### config.mk
export PLATFORM = sky130hd
export DESIGN_NAME = clebsch_gordan_wigner_3j_top
export DESIGN_NICKNAME = d
export VERILOG_FILES = /design/src/cgw_pkg.sv /design/src/cgw_front.sv /design/src/cgw_queue.sv /design/src/cgw_back.sv /design/src/clebsch_gordan_wigner_3j_top.sv
export SDC_FILE = /design/constraint.sdc
export NUM_CORES = 2
export LEC_CHECK = 0
export BUFFER_PORTS_ARGS = -buffer_cell sky130_fd_sc_hd__buf_4
export CAP_MARGIN = 20
export CELL_PAD_IN_SITES_DETAIL_PLACEMENT = 1
export CELL_PAD_IN_SITES_GLOBAL_PLACEMENT = 2
export CORE_MARGIN = 3
export CORE_UTILIZATION = 43
export DETAILED_ROUTE_END_ITERATION = 10
export PLACE_DENSITY_LB_ADDON = 0.1
export SETUP_SLACK_MARGIN = 0.15
export SLEW_MARGIN = 20
export SYNTH_ARGS = -nofsm -noshare
export SYNTH_HDL_FRONTEND = slang
export SYNTH_SLANG_ARGS = --single-unit
export TNS_END_PERCENT = 10
### constraint.sdc
create_clock -name i_clk -period 15.1 [get_ports i_clk]
set_input_delay 0.755 -clock i_clk [delete_from_list [all_inputs] [get_ports i_clk]]
set_output_delay 0.755 -clock i_clk [all_outputs]
set_load 0.01 [all_outputs]
### src/cgw_pkg.sv
`default_nettype none
package cgw_pkg;

    localparam int MAX_J = 3;

    typedef logic signed [5:0] t_sarg;

    typedef struct packed {
        logic              rule_zero;
        logic              three_j;
        logic [1:0]        j1;
        logic signed [2:0] m1;
        logic [1:0]        j2;
        logic signed [2:0] m2;
        logic [1:0]        jt;
        logic signed [3:0] mc;
        logic signed [4:0] lo;
        logic signed [4:0] hi;
    } t_item;

    typedef enum logic [3:0] {
        S_IDLE,
        S_TERM_MUL,
        S_TERM_WB,
        S_TERM_DIV,
        S_TERM_ACC,
        S_SQ,
        S_SQ_WB,
        S_F_LO,
        S_F_HI,
        S_F_ADD,
        S_DIV_INIT,
        S_DIV,
        S_ROOT,
        S_ROUND,
        S_DONE
    } t_state;

    function automatic logic [21:0] fct(input t_sarg k);
        logic [21:0] f;
        f = 22'd3628800;
        if (k < 0) begin
            f = 22'd1;
        end else if (k <= 6'sd10) begin
            case (k[3:0])
                4'd0:    f = 22'd1;
                4'd1:    f = 22'd1;
                4'd2:    f = 22'd2;
                4'd3:    f = 22'd6;
                4'd4:    f = 22'd24;
                4'd5:    f = 22'd120;
                4'd6:    f = 22'd720;
                4'd7:    f = 22'd5040;
                4'd8:    f = 22'd40320;
                4'd9:    f = 22'd362880;
                default: f = 22'd3628800;
            endcase
        end
        return f;
    endfunction

    function automatic logic signed [4:0] iabs5(input logic signed [4:0] v);
        return (v < 0) ? -v : v;
    endfunction

endpackage
`default_nettype wire

### src/cgw_front.sv
`default_nettype none
module cgw_front import cgw_pkg::*; (
    input  wire logic              i_func,
    input  wire logic [1:0]        i_j_one,
    input  wire logic signed [2:0] i_m_one,
    input  wire logic [1:0]        i_j_two,
    input  wire logic signed [2:0] i_m_two,
    input  wire logic [1:0]        i_j_total,
    input  wire logic signed [2:0] i_m_total,
    output t_item                  o_item
);

    logic signed [4:0] j1, j2, jt, m1, m2, mt, mc, a, hi, lo;
    logic              ok;

    always_comb begin
        j1 = {3'b0, i_j_one};
        j2 = {3'b0, i_j_two};
        jt = {3'b0, i_j_total};
        m1 = {{2{i_m_one[2]}}, i_m_one};
        m2 = {{2{i_m_two[2]}}, i_m_two};
        mt = {{2{i_m_total[2]}}, i_m_total};
        mc = i_func ? -mt : mt;
        a  = j1 + j2 - jt;

        ok = (j1 <= 5'(MAX_J)) && (j2 <= 5'(MAX_J)) && (jt <= 5'(MAX_J))
            && (jt >= iabs5(j1 - j2)) && (jt <= j1 + j2)
            && (iabs5(m1) <= j1) && (iabs5(m2) <= j2) && (iabs5(mc) <= jt)
            && (m1 + m2 == mc);

        hi = a;
        if (j1 - m1 < hi) hi = j1 - m1;
        if (j2 + m2 < hi) hi = j2 + m2;
        lo = 5'sd0;
        if (j2 - jt - m1 > lo) lo = j2 - jt - m1;
        if (j1 - jt + m2 > lo) lo = j1 - jt + m2;

        o_item.rule_zero = !ok;
        o_item.three_j   = i_func;
        o_item.j1        = i_j_one;
        o_item.m1        = i_m_one;
        o_item.j2        = i_j_two;
        o_item.m2        = i_m_two;
        o_item.jt        = i_j_total;
        o_item.mc        = mc[3:0];
        o_item.lo        = lo;
        o_item.hi        = hi;
    end

endmodule
`default_nettype wire

### src/cgw_queue.sv
`default_nettype none
module cgw_queue import cgw_pkg::*; (
    input  wire logic  i_clk,
    input  wire logic  i_rst_n,
    input  wire logic  i_push,
    input  wire t_item i_data,
    input  wire logic  i_pop,
    output t_item      o_data,
    output logic       o_valid,
    output logic       o_full
);

    t_item      r_mem [2];
    logic       r_wp, r_rp;
    logic [1:0] r_count;

    always_ff @(posedge i_clk) begin
        if (!i_rst_n) begin
            r_wp    <= 1'b0;
            r_rp    <= 1'b0;
            r_count <= 2'd0;
        end else begin
            if (i_push) r_wp <= ~r_wp;
            if (i_pop)  r_rp <= ~r_rp;
            r_count <= r_count + {1'b0, i_push} - {1'b0, i_pop};
        end
    end

    always_ff @(posedge i_clk) begin
        if (i_push) r_mem[r_wp] <= i_data;
    end

    assign o_data  = r_mem[r_rp];
    assign o_valid = (r_count != 2'd0);
    assign o_full  = (r_count == 2'd2);

endmodule
`default_nettype wire

### src/cgw_back.sv
`default_nettype none
module cgw_back import cgw_pkg::*; (
    input  wire logic         i_clk,
    input  wire logic         i_rst_n,
    input  wire t_item        i_item,
    input  wire logic         i_valid,
    output logic              o_pop,
    output logic              o_strobe,
    output logic signed [31:0] o_coeff_value,
    output logic              o_rule_zero
);

    t_state             r_state, n_state;
    t_item              r_it;
    logic signed [4:0]  r_t;
    logic [5:0]         r_cnt;
    logic signed [21:0] r_acc;
    logic [21:0]        r_d;
    logic [18:0]        r_dvd, r_quo;
    logic [22:0]        r_rem;
    logic [53:0]        r_mul, r_plo;
    logic [63:0]        r_x, r_y, r_r;
    logic [59:0]        r_q, r_v, r_res, r_bit;
    logic [30:0]        r_mag;
    logic               r_rz, r_neg;
    logic               r_strobe, r_rzo;
    logic signed [31:0] r_coeff;

    logic [31:0]        mul_a;
    logic [21:0]        mul_b;
    logic [53:0]        mul_p;
    t_sarg              j1s, j2s, jts, m1s, m2s, mcs, ts, ks, targ, farg;
    logic [21:0]        fval, f2j, fct_k;
    logic [63:0]        tgt, fsum, rr;
    logic [20:0]        ap;
    logic signed [21:0] acc_abs;
    logic [22:0]        rem_sh;
    logic               dbit, qbit, rbit, up, flip;
    logic [59:0]        rsum, n_ext;

    always_comb begin
        j1s = {4'b0, r_it.j1};
        j2s = {4'b0, r_it.j2};
        jts = {4'b0, r_it.jt};
        m1s = {{3{r_it.m1[2]}}, r_it.m1};
        m2s = {{3{r_it.m2[2]}}, r_it.m2};
        mcs = {{2{r_it.mc[3]}}, r_it.mc};
        ts  = {r_t[4], r_t};
        ks  = j1s + j2s + jts;
        fct_k = fct(ks);
        f2j = {19'b0, r_it.jt, 1'b1};

        case (r_cnt[2:0])
            3'd1:    targ = j1s + j2s - jts - ts;
            3'd2:    targ = j1s - m1s - ts;
            3'd3:    targ = j2s + m2s - ts;
            3'd4:    targ = jts - j2s + m1s + ts;
            3'd5:    targ = jts - j1s - m2s + ts;
            default: targ = ts;
        endcase

        case (r_cnt[3:0])
            4'd0:    farg = j1s + m1s;
            4'd1:    farg = j1s - m1s;
            4'd2:    farg = j2s + m2s;
            4'd3:    farg = j2s - m2s;
            4'd4:    farg = jts + mcs;
            4'd5:    farg = jts - mcs;
            4'd6:    farg = j1s + j2s - jts;
            4'd7:    farg = j1s - j2s + jts;
            4'd8:    farg = j2s + jts - j1s;
            4'd12:   farg = ks + 6'sd1;
            default: farg = ks;
        endcase

        if (r_cnt[3:0] == 4'd9) begin
            fval = r_it.three_j ? 22'd1 : f2j;
        end else if (r_cnt[3:0] == 4'd13) begin
            fval = r_it.three_j ? f2j : 22'd1;
        end else begin
            fval = fct(farg);
        end

        tgt     = (r_cnt < 6'd10) ? r_x : r_y;
        fsum    = {r_mul[31:0], 32'b0} + {10'b0, r_plo};
        acc_abs = (r_acc < 0) ? -r_acc : r_acc;
        ap      = acc_abs[20:0];

        rem_sh  = {r_rem[21:0], r_dvd[18]};
        dbit    = (rem_sh >= {1'b0, r_d});
        rr      = {r_r[62:0], 1'b0};
        qbit    = (rr >= r_y);
        rsum    = r_res + r_bit;
        rbit    = (r_v >= rsum);
        n_ext   = {29'b0, r_res[30:0]};
        up      = (r_v >= n_ext + 60'd1)
            || ((r_v == n_ext) && ({r_r[61:0], 2'b0} >= r_y));
        flip    = r_it.three_j & (r_it.j1[0] ^ r_it.j2[0] ^ r_it.mc[0]);
    end

    assign mul_p = mul_a * mul_b;

    always_comb begin
        n_state = r_state;
        unique case (r_state)
            S_IDLE: begin
                if (i_valid) begin
                    if (i_item.rule_zero)          n_state = S_DONE;
                    else if (i_item.lo > i_item.hi) n_state = S_SQ;
                    else                            n_state = S_TERM_MUL;
                end
            end
            S_TERM_MUL: n_state = S_TERM_WB;
            S_TERM_WB:  n_state = (r_cnt == 6'd5) ? S_TERM_DIV : S_TERM_MUL;
            S_TERM_DIV: n_state = (r_cnt == 6'd18) ? S_TERM_ACC : S_TERM_DIV;
            S_TERM_ACC: n_state = (r_t >= r_it.hi) ? S_SQ : S_TERM_MUL;
            S_SQ:       n_state = (ap == 21'd0) ? S_DONE : S_SQ_WB;
            S_SQ_WB:    n_state = S_F_LO;
            S_F_LO:     n_state = S_F_HI;
            S_F_HI:     n_state = S_F_ADD;
            S_F_ADD:    n_state = (r_cnt == 6'd13) ? S_DIV_INIT : S_F_LO;
            S_DIV_INIT: n_state = (r_x >= r_y) ? S_DONE : S_DIV;
            S_DIV:      n_state = (r_cnt == 6'd59) ? S_ROOT : S_DIV;
            S_ROOT:     n_state = (r_cnt == 6'd29) ? S_ROUND : S_ROOT;
            S_ROUND:    n_state = S_DONE;
            S_DONE:     n_state = S_IDLE;
            default:    n_state = S_IDLE;
        endcase
    end

    always_comb begin
        o_pop = 1'b0;
        mul_a = '0;
        mul_b = '0;
        unique case (r_state)
            S_IDLE:     o_pop = i_valid;
            S_TERM_MUL: begin
                mul_a = {10'b0, r_d};
                mul_b = fct(targ);
            end
            S_SQ: begin
                mul_a = {11'b0, ap};
                mul_b = {1'b0, ap};
            end
            S_F_LO: begin
                mul_a = tgt[31:0];
                mul_b = fval;
            end
            S_F_HI: begin
                mul_a = tgt[63:32];
                mul_b = fval;
            end
            default: ;
        endcase
    end

    always_ff @(posedge i_clk) begin
        if (!i_rst_n) begin
            r_state  <= S_IDLE;
            r_strobe <= 1'b0;
        end else begin
            r_state  <= n_state;
            r_strobe <= (r_state == S_DONE);
        end
    end

    always_ff @(posedge i_clk) begin
        r_mul <= mul_p;
        unique case (r_state)
            S_IDLE: begin
                if (i_valid) begin
                    r_it  <= i_item;
                    r_t   <= i_item.lo;
                    r_acc <= '0;
                    r_d   <= 22'd1;
                    r_cnt <= '0;
                    r_rz  <= i_item.rule_zero;
                    r_mag <= '0;
                    r_neg <= 1'b0;
                end
            end
            S_TERM_WB: begin
                r_d <= r_mul[21:0];
                if (r_cnt == 6'd5) begin
                    r_cnt <= '0;
                    r_dvd <= fct_k[18:0];
                    r_rem <= '0;
                    r_quo <= '0;
                end else begin
                    r_cnt <= r_cnt + 6'd1;
                end
            end
            S_TERM_DIV: begin
                r_rem <= dbit ? (rem_sh - {1'b0, r_d}) : rem_sh;
                r_quo <= {r_quo[17:0], dbit};
                r_dvd <= {r_dvd[17:0], 1'b0};
                r_cnt <= (r_cnt == 6'd18) ? 6'd0 : r_cnt + 6'd1;
            end
            S_TERM_ACC: begin
                if (r_t[0]) r_acc <= r_acc - $signed({3'b0, r_quo});
                else        r_acc <= r_acc + $signed({3'b0, r_quo});
                r_t   <= r_t + 5'sd1;
                r_d   <= 22'd1;
                r_cnt <= '0;
            end
            S_SQ: begin
                r_neg <= (r_acc < 0) ^ flip;
            end
            S_SQ_WB: begin
                r_x   <= {22'b0, r_mul[41:0]};
                r_y   <= 64'd1;
                r_cnt <= '0;
            end
            S_F_HI: begin
                r_plo <= r_mul;
            end
            S_F_ADD: begin
                if (r_cnt < 6'd10) r_x <= fsum;
                else               r_y <= fsum;
                r_cnt <= (r_cnt == 6'd13) ? 6'd0 : r_cnt + 6'd1;
            end
            S_DIV_INIT: begin
                r_r   <= r_x;
                r_q   <= '0;
                r_cnt <= '0;
                if (r_x >= r_y) r_mag <= 31'h4000_0000;
            end
            S_DIV: begin
                r_r <= qbit ? (rr - r_y) : rr;
                r_q <= {r_q[58:0], qbit};
                if (r_cnt == 6'd59) begin
                    r_cnt <= '0;
                    r_v   <= {r_q[58:0], qbit};
                    r_res <= '0;
                    r_bit <= 60'd1 << 58;
                end else begin
                    r_cnt <= r_cnt + 6'd1;
                end
            end
            S_ROOT: begin
                if (rbit) begin
                    r_v   <= r_v - rsum;
                    r_res <= (r_res >> 1) + r_bit;
                end else begin
                    r_res <= r_res >> 1;
                end
                r_bit <= r_bit >> 2;
                r_cnt <= r_cnt + 6'd1;
            end
            S_ROUND: begin
                r_mag <= up ? (r_res[30:0] + 31'd1) : r_res[30:0];
            end
            S_DONE: begin
                r_coeff <= r_neg ? -$signed({1'b0, r_mag}) : $signed({1'b0, r_mag});
                r_rzo   <= r_rz;
            end
            default: ;
        endcase
    end

    assign o_strobe      = r_strobe;
    assign o_coeff_value = r_coeff;
    assign o_rule_zero   = r_rzo;

endmodule
`default_nettype wire

### src/clebsch_gordan_wigner_3j_top.sv
`default_nettype none
// Computes a Clebsch-Gordan coefficient (func 0) or a Wigner 3j symbol (func 1) for integer
// angular momenta up to three, as a signed Q2.30 word rounded to nearest. A word is taken at
// a rising edge with start high and busy low; a two-word queue sits between the classifying
// front end and the arithmetic back end, so busy rises only when two words are waiting. Each
// result is held on the result ports until the next one and is marked by o_strobe for one
// cycle, and the receiver cannot stall it. A word that breaks a selection rule gives zero with
// o_rule_zero set, the back end going from idle straight to its done state. Otherwise each of
// the T Racah terms (one to four) takes six table multiplies, each a multiply state and a
// write-back state, a 19-step divider and an accumulate; the squared magnitude then takes
// fourteen multiplies, each a low-half, a high-half and an add state, all on one shared 32 by
// 22 bit multiplier, followed by the 60-step fraction division and the 30-step square root. A
// sum that cancels or has no terms finishes right after squaring, and a magnitude of exactly
// one skips the division and the root.
module clebsch_gordan_wigner_3j_top import cgw_pkg::*; (
    input  wire logic               i_clk,
    input  wire logic               i_rst_n,
    input  wire logic               start,
    output logic                    busy,
    input  wire logic               i_func,
    input  wire logic [1:0]         i_j_one,
    input  wire logic signed [2:0]  i_m_one,
    input  wire logic [1:0]         i_j_two,
    input  wire logic signed [2:0]  i_m_two,
    input  wire logic [1:0]         i_j_total,
    input  wire logic signed [2:0]  i_m_total,
    output logic                    o_strobe,
    output logic signed [31:0]      o_coeff_value,
    output logic                    o_rule_zero
);

    t_item front_item, queue_item;
    logic  queue_valid, queue_full, pop;

    cgw_front u_front (
        .i_func    (i_func),
        .i_j_one   (i_j_one),
        .i_m_one   (i_m_one),
        .i_j_two   (i_j_two),
        .i_m_two   (i_m_two),
        .i_j_total (i_j_total),
        .i_m_total (i_m_total),
        .o_item    (front_item)
    );

    cgw_queue u_queue (
        .i_clk   (i_clk),
        .i_rst_n (i_rst_n),
        .i_push  (start & ~queue_full),
        .i_data  (front_item),
        .i_pop   (pop),
        .o_data  (queue_item),
        .o_valid (queue_valid),
        .o_full  (queue_full)
    );

    cgw_back u_back (
        .i_clk         (i_clk),
        .i_rst_n       (i_rst_n),
        .i_item        (queue_item),
        .i_valid       (queue_valid),
        .o_pop         (pop),
        .o_strobe      (o_strobe),
        .o_coeff_value (o_coeff_value),
        .o_rule_zero   (o_rule_zero)
    );

    assign busy = queue_full;

`ifndef SYNTH
    a_rule_gives_zero: assert property (@(posedge i_clk) disable iff (!i_rst_n)
        (o_strobe && o_rule_zero) |-> (o_coeff_value == 32'sd0))
        else $error("Rule violation result is not zero.");

    a_value_range: assert property (@(posedge i_clk) disable iff (!i_rst_n)
        o_strobe |-> ((o_coeff_value <= 32'sd1073741824)
            && (o_coeff_value >= -32'sd1073741824)))
        else $error("Coefficient outside the unit range.");

    a_reset_quiet: assert property (@(posedge i_clk)
        (!i_rst_n) |=> !o_strobe)
        else $error("Result strobe after reset.");
`endif

endmodule
`default_nettype wire
==> results.ini <==
[logic_synthesis]
synth_top_area_share=0.276
ys_types=87
ys_top_cells_by_count=959 x nand2_1, 957 x inv_1, 722 x nor2_1
yosys-top-cells-area=edfxtp_1 28%, fa_1 16%, ha_1 11%
ys_warn_count=0
syn_avg_cell_area_sq_um=9.25
ys_ff_latch=775
synth_flop_cell=edfxtp_1
syn_area_sq_mm=0.0773
synth_edf_count=711
synth.yosys.seq_area_share=0.293
async_reset_ff_frac=0
yosysMostFrequentCell=nand2_1
synth.largest_area_cell=edfxtp_1
synth_cells=8358

[global_routing]
grt_pass1_wl_microns=415000
antenna_found_initial=10
grt_pass1_vias=66305
grt_overflow=0
grt_max_degree=88
grt_usage=0.293

[drt]
postRouteAntennaNets=0
drt_wl_total_microns=273000
viasPerCell=5.81
vias=62349
drtIter0Drc=4129
drc=0
wire_per_inst_microns=25.4
drtPass1Iterations=7

[floorplan]
die_w_microns=430
ioPinCount=54
row_count=154
die-area_sq_mm=0.185
core_area_sq_mm=0.177
start_util=0.436
chipHeight_microns=430

[sta]
setup_viol=0
whs_ps=256
fmax_mhz=74.0
grt_setup_unrepaired=false
fin_crit_sh=0.894
clock_skew_ps=47.6
timing_hold_violations_final=0
fin_crit_ps=13510
tns_ps=0
worst_pin_slew_ps=1140
final_max_slew_viol_count=0
slew_headroom=0.239

[cells_and_area]
syn_to_final_growth_pct=8.79
nets=9656
n_fill_cell=20107
final_cells=10732
drive_gt1_frac=0.0578

[critical_path]
worstPathRequired_ps=15780
crit_type=reg -> reg
reg2reg_depth=41
crit_path_end_kind=flip-flop
slowest_delay_ps=850
r2r_slack_ps=1590
r2r_end=u_back.r_mul[52]
cp-start-kind=flip-flop
arrival_ps=14190
cp_max_fo=19
crit_path_frequent_cell=fa_1
cp_slowest_cell=nand2_1
reg2reg_from=u_back.j2s[0]
crit_family=adder cells
crit_buf_inv=7

[clocking]
cts.sinks=775
cts-resized-gates=0
ctsHtreeMaxLevel=3
clockBufferDepth=3
clk-insertion-delay-late_ps=780
cts_tree=built
root_buffer=clkbuf_16
clk_pin_slew_worst_paths_ps=60
numCtsBuffers=99
cts_hold_buf=0
cts_setup_buffers=0

[run]
max_cap_violations=0

[placement]
dp_cells=10540
numPortBuffers=53
place.gp.congestion=0.916
place_hpwl_microns=216000

[worst_hold_path]
hp-start=i_j_one[0]
hold_path_depth=1
hold_path_class=in -> reg
holdPathEnd=u_queue.r_mem[1][24]

[power]
ir_drop_mv=0.150
power_density_mw_per_mm2=169
p_leak_nw=36.4

[status]
status=finished clean

[per-layer routing]
metal  share of wire  GRT usage
met1            0.44      0.393
met2            0.47      0.485
met3           0.055     0.0452
met4           0.037     0.0963
met5               0          0
[worst max path at each step]
stage / startpoint / endpoint / cells past startpoint
finish: u_back.j2s[0] / u_back.r_mul[52] / 41
floorplan: u_back.j2s[0] / u_back.r_mul[39] / 43
global placement: u_back.j2s[0] / u_back.r_mul[46] / 41
detailed placement: u_back.j2s[0] / u_back.r_mul[52] / 41
global route: u_back.j2s[0] / u_back.r_mul[48] / 41
CTS: u_back.j2s[0] / u_back.r_mul[52] / 41
[where the power goes]
group | internal, W | switching (W) | total, W
clock | 0.00149 | 0.00106 | 0.00256
sequential | 0.00294 | 0.000438 | 0.00338
combinational | 0.00273 | 0.00554 | 0.00827
total | 0.00716 | 0.00705 | 0.0142
[layout make-up]
class	instances	area (sq um)	share of cell area
tap	2340	2930	0.0348
inverter	960	3610	0.0429
sequential	775	22600	0.269
antenna	3	7.51	0.0000893
multi-input combinational	6300	50200	0.597
clock buffer	117	2620	0.0311
clock inverter	70	848	0.0101
timing repair buffer	167	1270	0.0151
[metrics by stage]
stage / util / area [sq um] / power (W) / setup slack (ps)
5_1_grt: 0.474 / 84100 / 0.0152 / 660
3_3_place_gp: 0.454 / 80600 / 0.0114 / 2090
6_report: 0.474 / 84100 / 0.0142 / 1590
2_1_floorplan: - / 77400 / 0.00859 / 3820
4_1_cts: 0.474 / 84100 / 0.0142 / 1680
3_5_place_dp: 0.454 / 80600 / 0.0116 / 1810
[layout by cell type, fill, tap and decap left out, types with 18 or more instances in the layout]
master	count
nand2_1	956
inv_1	955
nor2_1	714
edfxtp_1	711
ha_1	703
fa_1	631
a21oi_1	494
o21ai_0	381
xnor2_1	303
a21o_1	224
xor2_1	196
and2_1	182
buf_4	166
nand3_1	114
nand4_1	106
and3_1	102
clkbuf_16	101
a31oi_1	100
nor3_1	91
nor2b_1	87
a211oi_1	76
nand2b_1	69
dfxtp_1	64
mux2i_1	61
or3_1	54
o21bai_1	51
o21a_1	43
o31ai_1	42
nor4_1	35
o211ai_1	33
or2_2	27
a21boi_0	26
mux2_2	25
conb_1	24
o22ai_1	20
a2111oi_0	19
a31o_2	18
clkinv_2	18
[state kept, by name, summed over array words and instances, names as in the netlist, 5 cells and up, named ones only]
name,cells
u_back.r_t,5
u_back.r_d,22
u_back.r_plo,54
u_queue.r_mem,54
u_back.r_r,63
u_back.r_x,64
u_back.r_acc,22
u_back.r_mag,31
u_back.r_q,59
u_back.r_v,60
u_back.r_res,60
u_back.r_rem,22
u_back.r_it,6
u_back.r_cnt,6
u_back.r_bit,30
u_back.r_y,64
u_back.o_coeff_value,32
u_back.r_quo,19
u_back.r_dvd,19
u_back.r_mul,54
[logic make-up (layout without fill, tap and decap cells)]
family | Yosys count | count (layout) | share of synthesized area
AOI/OAI and AO/OA | 1718 | 1718 | 0.141
xor gates and xnor gates | 499 | 499 | 0.0565
adders and majority gates | 1334 | 1334 | 0.277
buffers and inverters | 1305 | 1314 | 0.0634
DFF | 775 | 775 | 0.293
muxes | 86 | 86 | 0.0115
other | 2 | 27 | 0.0000972
and+or+nand+nor | 2639 | 2639 | 0.158
Power figures use the tool's default switching activity.
